==> config.mk <==
export PLATFORM = sky130hd
export DESIGN_NAME = civil_date_to_epoch_seconds
export DESIGN_NICKNAME = d
export VERILOG_FILES = /design/src/sv/cdes_pkg.sv /design/src/sv/cdes_year_stage.sv /design/src/sv/cdes_day_stage.sv /design/src/sv/cdes_scale_stage.sv /design/src/sv/civil_date_to_epoch_seconds.sv
export SDC_FILE = /design/constraint.sdc
export NUM_CORES = 1
export LEC_CHECK = 0
export ABC_AREA = 1
export BUFFER_PORTS_ARGS = -buffer_cell sky130_fd_sc_hd__buf_2
export CAP_MARGIN = 0
export CORE_MARGIN = 1
export CORE_UTILIZATION = 55
export DETAILED_ROUTE_END_ITERATION = 7
export GPL_TIMING_DRIVEN = 0
export PLACE_DENSITY = 0.81
export SLEW_MARGIN = 30
export SYNTH_ARGS = -nofsm -noshare
export SYNTH_HDL_FRONTEND = slang
export SYNTH_SLANG_ARGS = --single-unit
==> constraint.sdc <==
create_clock -name clk -period 8.41 [get_ports clk]
set_input_delay 1.682 -clock clk [delete_from_list [all_inputs] [get_ports clk]]
set_output_delay 1.682 -clock clk [all_outputs]
set_load 0.03 [all_outputs]
==> src/sv/cdes_pkg.sv <==
`timescale 1ns / 1ps
`default_nettype none

package cdes_pkg;

  localparam int DayW    = 5;
  localparam int MonW    = 4;
  localparam int YearW   = 12;
  localparam int HourW   = 5;
  localparam int MinW    = 6;
  localparam int SecW    = 6;
  localparam int EpochW  = 33;
  localparam int InDataW  = 40;
  localparam int OutDataW = 40;

  localparam int YearDaysW = 21;
  localparam int LeapCntW  = 11;
  localparam int MonDaysW  = 9;
  localparam int TodW      = 17;

  // n / 100 as (n * 5243) >> 19, exact for n below 4096
  localparam int RecipW     = 13;
  localparam int RecipProdW = YearW + RecipW;
  localparam int RecipShift = 19;
  localparam int QuotW      = RecipProdW - RecipShift;
  localparam logic [RecipW-1:0] Recip100 = 13'd5243;

  localparam logic [MonW-1:0] MonJan = 4'd1;
  localparam logic [MonW-1:0] MonMar = 4'd3;
  localparam logic [MonW-1:0] MonDec = 4'd12;

  // 365 * 1970 + leap years before 1970 (478) + 1 for the one-based day
  localparam logic [EpochW-1:0] DayBias    = 33'd719529;
  localparam logic [TodW-1:0]   SecsPerDay = 17'd86400;

  typedef struct packed {
    logic [YearDaysW-1:0] year_days;
    logic [LeapCntW-1:0]  leap_count;
    logic [MonDaysW-1:0]  month_days;
    logic                 leap_day;
    logic [DayW-1:0]      day;
    logic [TodW-1:0]      tod;
  } cdes_cal_t;

  typedef struct packed {
    logic [EpochW-1:0] days;
    logic [TodW-1:0]   tod;
  } cdes_days_t;

  function automatic logic [MonDaysW-1:0] days_before_month(input logic [MonW-1:0] m);
    logic [MonDaysW-1:0] d;
    case (m)
      4'd1:    d = 9'd0;
      4'd2:    d = 9'd31;
      4'd3:    d = 9'd59;
      4'd4:    d = 9'd90;
      4'd5:    d = 9'd120;
      4'd6:    d = 9'd151;
      4'd7:    d = 9'd181;
      4'd8:    d = 9'd212;
      4'd9:    d = 9'd243;
      4'd10:   d = 9'd273;
      4'd11:   d = 9'd304;
      4'd12:   d = 9'd334;
      default: d = 9'd0;
    endcase
    return d;
  endfunction

endpackage

`default_nettype wire

==> src/sv/cdes_year_stage.sv <==
`timescale 1ns / 1ps
`default_nettype none

module cdes_year_stage (
  input  wire logic                      clk,
  input  wire logic                      rst_n,
  input  wire logic                      in_valid,
  output logic                           in_ready,
  input  wire logic [cdes_pkg::InDataW-1:0] in_data,
  output logic                           out_valid,
  input  wire logic                      out_ready,
  output cdes_pkg::cdes_cal_t            out_data
);
  import cdes_pkg::*;

  logic [DayW-1:0]  day;
  logic [MonW-1:0]  month;
  logic [YearW-1:0] year;
  logic [HourW-1:0] hour;
  logic [MinW-1:0]  minute;
  logic [SecW-1:0]  second;

  assign day    = in_data[4:0];
  assign month  = in_data[8:5];
  assign year   = in_data[20:9];
  assign hour   = in_data[25:21];
  assign minute = in_data[31:26];
  assign second = in_data[37:32];

  // stage 1: reciprocal products, year days, month table, time of day
  logic                  v1_r;
  logic [RecipProdW-1:0] prod_n_r, prod_n_nxt;
  logic [RecipProdW-1:0] prod_y_r, prod_y_nxt;
  logic [YearDaysW-1:0]  ydays1_r, ydays1_nxt;
  logic [MonDaysW-1:0]   mdays1_r, mdays1_nxt;
  logic                  past_feb_r, past_feb_nxt;
  logic                  yzero_r, yzero_nxt;
  logic [YearW-1:0]      year1_r;
  logic [DayW-1:0]       day1_r;
  logic [TodW-1:0]       tod1_r, tod1_nxt;
  logic                  adv1, adv2;

  logic v2_r;
  cdes_cal_t cal_r, cal_nxt;

  assign adv2     = !v2_r || out_ready;
  assign adv1     = !v1_r || adv2;
  assign in_ready = adv1;

  always_comb begin
    prod_n_nxt   = RecipProdW'(year - 12'd1) * RecipProdW'(Recip100);
    prod_y_nxt   = RecipProdW'(year) * RecipProdW'(Recip100);
    ydays1_nxt   = YearDaysW'(year) * YearDaysW'(365);
    mdays1_nxt   = days_before_month(month);
    past_feb_nxt = (month >= MonMar) && (month <= MonDec);
    yzero_nxt    = (year == '0);
    tod1_nxt     = TodW'(hour) * TodW'(3600) + TodW'(minute) * TodW'(60) + TodW'(second);
  end

  always_ff @(posedge clk) begin
    if (!rst_n) begin
      v1_r <= 1'b0;
    end else if (adv1) begin
      v1_r <= in_valid;
    end
  end

  always_ff @(posedge clk) begin
    if (adv1 && in_valid) begin
      prod_n_r   <= prod_n_nxt;
      prod_y_r   <= prod_y_nxt;
      ydays1_r   <= ydays1_nxt;
      mdays1_r   <= mdays1_nxt;
      past_feb_r <= past_feb_nxt;
      yzero_r    <= yzero_nxt;
      year1_r    <= year;
      day1_r     <= day;
      tod1_r     <= tod1_nxt;
    end
  end

  // stage 2: leap years before the given year and the leap flag
  logic [QuotW-1:0] q_n, q_y;
  logic [YearW-1:0] n1;
  logic             div100, is_leap;

  always_comb begin
    q_n    = prod_n_r[RecipProdW-1:RecipShift];
    q_y    = prod_y_r[RecipProdW-1:RecipShift];
    n1     = year1_r - 12'd1;
    div100 = (year1_r == YearW'(q_y) * YearW'(100));
    is_leap = (year1_r[1:0] == 2'b00) && (!div100 || (q_y[1:0] == 2'b00));

    cal_nxt.year_days  = ydays1_r;
    cal_nxt.month_days = mdays1_r;
    cal_nxt.day        = day1_r;
    cal_nxt.tod        = tod1_r;
    cal_nxt.leap_day   = past_feb_r && is_leap;
    // year zero counts itself as leap, so nothing lies below it
    if (yzero_r) begin
      cal_nxt.leap_count = '0;
    end else begin
      cal_nxt.leap_count = LeapCntW'(n1[YearW-1:2]) - LeapCntW'(q_n)
                         + LeapCntW'(q_n[QuotW-1:2]) + LeapCntW'(1);
    end
  end

  always_ff @(posedge clk) begin
    if (!rst_n) begin
      v2_r <= 1'b0;
    end else if (adv2) begin
      v2_r <= v1_r;
    end
  end

  always_ff @(posedge clk) begin
    if (adv2 && v1_r) begin
      cal_r <= cal_nxt;
    end
  end

  assign out_valid = v2_r;
  assign out_data  = cal_r;

endmodule

`default_nettype wire

==> src/sv/cdes_day_stage.sv <==
`timescale 1ns / 1ps
`default_nettype none

module cdes_day_stage (
  input  wire logic              clk,
  input  wire logic              rst_n,
  input  wire logic              in_valid,
  output logic                   in_ready,
  input  wire cdes_pkg::cdes_cal_t in_data,
  output logic                   out_valid,
  input  wire logic              out_ready,
  output cdes_pkg::cdes_days_t   out_data
);
  import cdes_pkg::*;

  logic       v_r;
  logic       adv;
  cdes_days_t days_r, days_nxt;

  assign adv      = !v_r || out_ready;
  assign in_ready = adv;

  // years before 1970 go negative and wrap in 33 bits
  always_comb begin
    days_nxt.days = EpochW'(in_data.year_days) + EpochW'(in_data.leap_count)
                  + EpochW'(in_data.month_days) + EpochW'(in_data.leap_day)
                  + EpochW'(in_data.day) - DayBias;
    days_nxt.tod  = in_data.tod;
  end

  always_ff @(posedge clk) begin
    if (!rst_n) begin
      v_r <= 1'b0;
    end else if (adv) begin
      v_r <= in_valid;
    end
  end

  always_ff @(posedge clk) begin
    if (adv && in_valid) begin
      days_r <= days_nxt;
    end
  end

  assign out_valid = v_r;
  assign out_data  = days_r;

endmodule

`default_nettype wire

==> src/sv/cdes_scale_stage.sv <==
`timescale 1ns / 1ps
`default_nettype none

module cdes_scale_stage (
  input  wire logic                           clk,
  input  wire logic                           rst_n,
  input  wire logic                           in_valid,
  output logic                                in_ready,
  input  wire cdes_pkg::cdes_days_t           in_data,
  output logic                                out_valid,
  input  wire logic                           out_ready,
  output logic [cdes_pkg::EpochW-1:0]         out_secs
);
  import cdes_pkg::*;

  logic              v4_r, v5_r;
  logic              adv4, adv5;
  logic [EpochW-1:0] dsecs_r, dsecs_nxt;
  logic [TodW-1:0]   tod4_r;
  logic [EpochW-1:0] secs_r, secs_nxt;

  assign adv5     = !v5_r || out_ready;
  assign adv4     = !v4_r || adv5;
  assign in_ready = adv4;

  // only the low 33 bits of the product are kept
  assign dsecs_nxt = in_data.days * EpochW'(SecsPerDay);
  assign secs_nxt  = dsecs_r + EpochW'(tod4_r);

  always_ff @(posedge clk) begin
    if (!rst_n) begin
      v4_r <= 1'b0;
      v5_r <= 1'b0;
    end else begin
      if (adv4) begin
        v4_r <= in_valid;
      end
      if (adv5) begin
        v5_r <= v4_r;
      end
    end
  end

  always_ff @(posedge clk) begin
    if (adv4 && in_valid) begin
      dsecs_r <= dsecs_nxt;
      tod4_r  <= in_data.tod;
    end
    if (adv5 && v4_r) begin
      secs_r <= secs_nxt;
    end
  end

  assign out_valid = v5_r;
  assign out_secs  = secs_r;

endmodule

`default_nettype wire

==> src/sv/civil_date_to_epoch_seconds.sv <==
// Converts a decoded Gregorian date and time into seconds since 1970-01-01 00:00:00,
// wrapped to 33 bits. One transaction is taken every clock cycle unless back-pressure
// stalls the pipe, and each result passes through five register stages: reciprocal
// products and time of day, leap count, day sum, the multiply by 86400 and the final
// add. Every stage holds its own valid bit, so bubbles close up under back-pressure;
// in_tready follows out_tready combinationally through the stages. Months outside
// 1 to 12 add no days, and no leap-second correction is applied.
`timescale 1ns / 1ps
`default_nettype none

module civil_date_to_epoch_seconds (
  input  wire logic                          clk,
  input  wire logic                          rst_n,
  input  wire logic                          in_tvalid,
  output logic                               in_tready,
  // day_of_month[4:0], month_number[8:5], year_number[20:9], hour_of_day[25:21],
  // minute_of_hour[31:26], second_of_minute[37:32], zero[39:38]
  input  wire logic [cdes_pkg::InDataW-1:0]  in_tdata,
  output logic                               out_tvalid,
  input  wire logic                          out_tready,
  // epoch_seconds[32:0], zero[39:33]
  output logic [cdes_pkg::OutDataW-1:0]      out_tdata
);
  import cdes_pkg::*;

  logic       cal_valid, cal_ready;
  cdes_cal_t  cal_data;
  logic       days_valid, days_ready;
  cdes_days_t days_data;
  logic [EpochW-1:0] secs;

  cdes_year_stage u_year (
    .clk       (clk),
    .rst_n     (rst_n),
    .in_valid  (in_tvalid),
    .in_ready  (in_tready),
    .in_data   (in_tdata),
    .out_valid (cal_valid),
    .out_ready (cal_ready),
    .out_data  (cal_data)
  );

  cdes_day_stage u_day (
    .clk       (clk),
    .rst_n     (rst_n),
    .in_valid  (cal_valid),
    .in_ready  (cal_ready),
    .in_data   (cal_data),
    .out_valid (days_valid),
    .out_ready (days_ready),
    .out_data  (days_data)
  );

  cdes_scale_stage u_scale (
    .clk       (clk),
    .rst_n     (rst_n),
    .in_valid  (days_valid),
    .in_ready  (days_ready),
    .in_data   (days_data),
    .out_valid (out_tvalid),
    .out_ready (out_tready),
    .out_secs  (secs)
  );

  assign out_tdata = {{(OutDataW - EpochW){1'b0}}, secs};

endmodule

`default_nettype wire

-- After elaboration in Yosys (flattened, before gate mapping)
Memory sizes are Yosys's and may differ from the RTL's. A register that Yosys moved wholly into a read port is not among the register bits.
Cells that the tools add are included.
- word-level logic and storage cells: 71
- bits of input ports: 44
- ROM bits: 144
- memories kept: 1
- register bits after elaboration: 302
- $mul: 7
- equality and inequality tests: 1
- add/subtract/negate cells: 13
- order comparisons: 2
- reduce and logical (&&, ||, !) cells: 23
- memories (name ; words ; width ; rd ports ; clocked after memory_dff ; write ports ; RTL line ; RTL):
    (no name shown) ; 16 ; 9 ; 1 ; 1 ; 0 ; cdes_pkg.sv:52 ; case (m)
- operator list (cell ; number):
    adder 33 x 1 -> 33 bit ; 1
    adder 33 x 17 -> 33 bit ; 1
    adder 33 x 5 -> 33 bit ; 1
    adder 33 x 9 -> 33 bit ; 1
    multiplier 33 x 10 -> 26 bit (second input constant) ; 1
    subtractor 33 x 20 -> 33 bit (second input constant) ; 1
    multiplier 12 x 13 -> 25 bit (second input constant) ; 1
    multiplier 25 x 13 -> 25 bit (second input constant) ; 1
    adder 21 x 11 -> 22 bit ; 1
    multiplier 12 x 9 -> 21 bit (second input constant) ; 1
    adder 17 x 12 -> 17 bit ; 1
    adder 17 x 6 -> 17 bit ; 1
    multiplier 5 x 8 -> 13 bit (second input constant) ; 1
    subtractor 12 x 1 -> 13 bit (second input constant) ; 1
    == test 12 bit ; 1
    logical NOT 12 bit ; 1
    subtractor 12 x 1 -> 12 bit (second input constant) ; 1
    adder 11 x 1 -> 11 bit (second input constant) ; 1
    adder 11 x 4 -> 11 bit ; 1
    subtractor 10 x 6 -> 11 bit ; 1
    multiplier 6 x 4 -> 10 bit (second input constant) ; 1
    multiplier 6 x 5 -> 10 bit (second input constant) ; 1
    logical AND 1 bit ; 8
    logical NOT 1 bit ; 6
    other kinds (4) ; 10

-- Longest topological paths before layout
- depth in word-level cells: 7
- gate-level depth with buffers: 36
- mapped depth without buffers: 36

-- Cells and area by module
From an unflattened synthesis, not the netlist that was laid out.
- cells, all modules: 2941
- area total of the unflattened synthesis: 27119.8 µm²
- modules (own cells, without submodules) (module ; cells an instance ; instances ; area each (µm²) ; sequential area each (µm²)):
    cdes_year_stage ; 1690 ; 1 ; 16059.2 ; 4244.1
    cdes_scale_stage ; 801 ; 1 ; 7068.0 ; 2322.2
    cdes_day_stage ; 442 ; 1 ; 3936.3 ; 1521.5
    civil_date_to_epoch_seconds ; 8 ; 1 ; 56.3 ; 0.0

-- Worst setup path before layout
No wires, ideal clock.
- path type: input -> register
- start: input in_tdata[9] in the netlist's numbering
- end: register u_year.prod_n_r[22], data pin
- required time: 8148 ps
- setup slack: 1463 ps
- stages: 25
- path buffers: 0
- arrival time: 6685 ps
- cell sequence: inv_1 -> ha_1 -> nand3_1 -> nand2_1 -> nand2_1 -> nand2_2 -> nand2_4 -> nor2_8 -> nand2_2 -> inv_1 -> ha_1 -> fa_1 -> xnor2_1 -> fa_1 -> fa_1 -> inv_1 -> fa_1 -> inv_1 -> ha_1 -> nand2_1 -> nor3_1 -> nand3_1 -> o211ai_1 -> a21oi_1 -> xor2_1
- word-level cells in the longest chain between the ends: 2
- ends and longest elaborated chain (item ; RTL line ; RTL):
    start: declaration ; civil_date_to_epoch_seconds.sv:18 ; input wire logic [cdes_pkg::InDataW-1:0] in_tdata,
    subtractor 12 x 1 -> 13 bit ; cdes_year_stage.sv:51 ; prod_n_nxt = RecipProdW'(year - 12'd1) * RecipProdW'(Recip100);
    multiplier 25 x 13 -> 25 bit ; cdes_year_stage.sv:51 ;
    via u_year.prod_n_nxt[22] ; cdes_year_stage.sv:32 ; logic [RecipProdW-1:0] prod_n_r, prod_n_nxt;
    end signal: assignment ; cdes_year_stage.sv:70 ; prod_n_r <= prod_n_nxt;
    end: declaration ; cdes_year_stage.sv:32 ;
The timed path passes the listed nets, and every way through them passes these cells.
A chain may end at the register's enable or synchronous reset.

-- Final worst setup path
Ends and elaborated chain as after synthesis.

==> reports/qor.txt <==
setup violators final = 0
R2R depth = 17
startpoint types = input pin
flops & latches, synth = 264
final slew viol count = 0
fin nets = 3519
CTS root buffer = clkbuf_16
Most used DFF post-synth = edfxtp_1
hold bufs inserted after CTS = 0
Avg Synthesized Cell Area = 9.67 sq um
Worst-path clk slew = 0.06 ns
reg-to-reg endpoint = u_scale.dsecs_r[25]$_DFFE_PP_
routed length per instance = 15.2 um
peak per-stage delay on the critical path = 0.52 ns
vias in the first global route = 18.9k
mux cell area share after synthesis = 0%
Post-Synth XOR/XNOR Area = 5.79%
initial core utilization = 56.0%
RSZ-0062 raised after global routing = false
fraction of the mapped netlist area in compound gates = 6.10%
min Tclk post-route = 7.55 ns
number of synthesized flops with an enable pin = 259
worst slew pin tran = 0.663 ns
period utilisation layout = 89.8%
Via-to-Cell Ratio = 5.21
total grt overflow = 0
I/O Buffers = 75
hold crit path type = reg2reg
Die H = 220 um
met3 wire len = 2080 um
Ports = 86
area of the mapped netlist = 26200 sq um
share of layout cells above drive strength 1 = 6.39%
Synth top area share = 29.7%
area leader, netlist = edfxtp_1
full die area = 48500 sq um
count leader, synth = inv_1
Post-Synth Adder-Cell Area = 37.2%
CTS max path bufs = 3
hold slack = 0.416 ns
slowest CP cell = fa_1
worst hold start = u_year.ydays1_r[13]$_DFFE_PP_
post-DP HPWL = 44000 um
# Max-Cap Violations = 0
1st-iter DRT viols = 910
Syn Inst Count = 2709
Syn. warnings = 0
largest net degree at the start of global routing = 33
H-tree depth = 1
combinational family with the most area after synthesis = adder cells
Area Overhead vs Synth = 8.29%
violated checks = DRC
first-pass GRT wire length = 88400 um
CP Capture Type = flop
Cells on Worst Hold Path = 0
DP Area = 27600 sq um
worst rel slew slack = 55.6%
CP Class = in2reg
all-layer global routing usage = 22.6%
post_cts resized = 0
total CTS buffers = 27
routed length on met2 = 27500 um
Sum Neg Setup Slack = 0 ns
final instance area = 28400 sq um
DRT Pass-1 Iters = 7
Yosys cell types = 51
critical path buffer and inverter count = 5
Top delay family on crit path = adder cells
r2r setup slk = 3.84 ns
Synth Area in Simple Gates = 11.0%
initial antenna violation count = 0
arrival time worst endpoint = 7.85 ns
synth top area cells = edfxtp_1 30%, ha_1 21%, fa_1 17%, inv_1 9.6%, nand2_1 5.0%
FMAX = 0.132 GHz
crit-path max FO = 11
num rows = 79
WHS Endpoint = u_year.out_data[56]$_DFFE_PP_
vias = 18.0k
ant diodes = 0
M1 WL = 21400 um
number of nets still failing antenna checks after routing = 0
outcome = complete, but fails checks
Post-route DRC = 4
Async SR Flop Fraction = 0%
TritonCTS clock tree = done
register area share after synthesis = 30.1%
Layout Skew = 0.0152 ns
number of fill cells in the layout = 3762
Worst R2R Start = u_day.out_data[21]$_DFFE_PP_
routability congestion estimate = 0.945
chip width = 220 um
Worst Path Required = 8.71 ns
Hold Fails Final Rpt = 0
Worst-Skew Late Latency = 0.55 ns
synth cell count leaders = 667 x inv_1, 431 x ha_1, 348 x nand2_1, 259 x edfxtp_1, 217 x fa_1
Top Layer Used = met4
core footprint = 46800 sq um
Sink Count = 264
Post-CTS Setup Bufs = 0
drt total wl = 52500 um
placed cells by master (no fill, tap or decap), types with 8 or more instances in the layout:
cell / instances
nand2_2: 14
inv_1: 665
inv_2: 8
nand4_1: 25
o21bai_1: 11
o21ai_0: 76
buf_2: 75
nor2_4: 8
nor3_1: 29
nand2_1: 348
fa_1: 217
nand3_1: 87
edfxtp_1: 259
a21oi_1: 142
a21o_1: 9
xor2_1: 99
nor2_1: 118
ha_1: 431
clkbuf_16: 27
xnor2_1: 68
clkbuf_1: 9
worst max path at each step:
| stage | from | cells past startpoint | to | slack, ns |
|---|---|---|---|---|
| detailed placement | in_tdata[9] | 26 | u_year.prod_n_r[22]$_DFFE_PP_ | 0.26 |
| global placement | in_tdata[9] | 26 | u_year.prod_n_r[22]$_DFFE_PP_ | 0.34 |
| global route | in_tdata[9] | 26 | u_year.prod_n_r[22]$_DFFE_PP_ | 0.45 |
| CTS | in_tdata[9] | 26 | u_year.prod_n_r[22]$_DFFE_PP_ | 0.84 |
| floorplan | in_tdata[9] | 25 | u_year.prod_n_r[22]$_DFFE_PP_ | 1.46 |
| finish | in_tdata[9] | 26 | u_year.prod_n_r[22]$_DFFE_PP_ | 0.86 |
registers in the layout, summed over array words and instances, names as in the netlist, 5 cells and up:
register	cells
u_year.day1_r	5
u_scale.dsecs_r	26
u_year.year1_r	12
u_year.prod_n_r	6
u_day.out_data	43
u_year.tod1_r	17
u_scale.tod4_r	17
u_year.ydays1_r	19
u_year.prod_y_r	6
u_year.mdays1_r	9
u_year.out_data	64
u_scale.out_secs	33
area by class of cell:
type / count / area, sq um / area share [%]
multi-input cells: 1769 / 15800 / 55.6
flip-flops and latches: 264 / 7880 / 27.8
inverters: 674 / 2530 / 8.92
well taps: 607 / 759 / 2.68
clock buffers: 35 / 706 / 2.49
repair buffers: 83 / 588 / 2.07
clock inverters: 14 / 73.8 / 0.260
plain buffers: 8 / 56.3 / 0.199
cell families after synthesis:
family | after synthesis
buf+inv | 682
compound gates | 286
simple gates | 659
fa+ha+maj | 648
other cells | 1
xor+xnor | 169
flops | 264
worst register-to-register path, cell delays in order (launching register included):
cell and delay, ns:
edfxtp_1 0.53, ha_1 0.35, inv_1 0.06, fa_1 0.49
inv_1 0.05, fa_1 0.46, ha_1 0.29, inv_1 0.06
fa_1 0.52, inv_1 0.05, ha_1 0.34, inv_1 0.11
o21bai_1 0.10, a31oi_1 0.23, nand3_1 0.18, a21oi_1 0.26
o21bai_1 0.11, xor2_1 0.14
metal layers:
layer	vias up	GRT usage, %
li1	8937	-
met1	8533	26.5
met2	392	42.5
met3	120	2.46
met4	0	7.59
met5	-	0
stage by stage:
stage | cells | utilization, % | setup WS, ns
floorplan | 2715 | - | 1.46
global placement | 3397 | 58.5 | 0.336
detailed placement | 3405 | 59.0 | 0.263
CTS | 3454 | 60.7 | 0.844
global route | 3454 | 60.7 | 0.446
finish | 3454 | 60.7 | 0.860
Power is left out: the tool's default activity adds up to more than one toggle a clock period on the data nets, which glitch-free logic cannot reach.
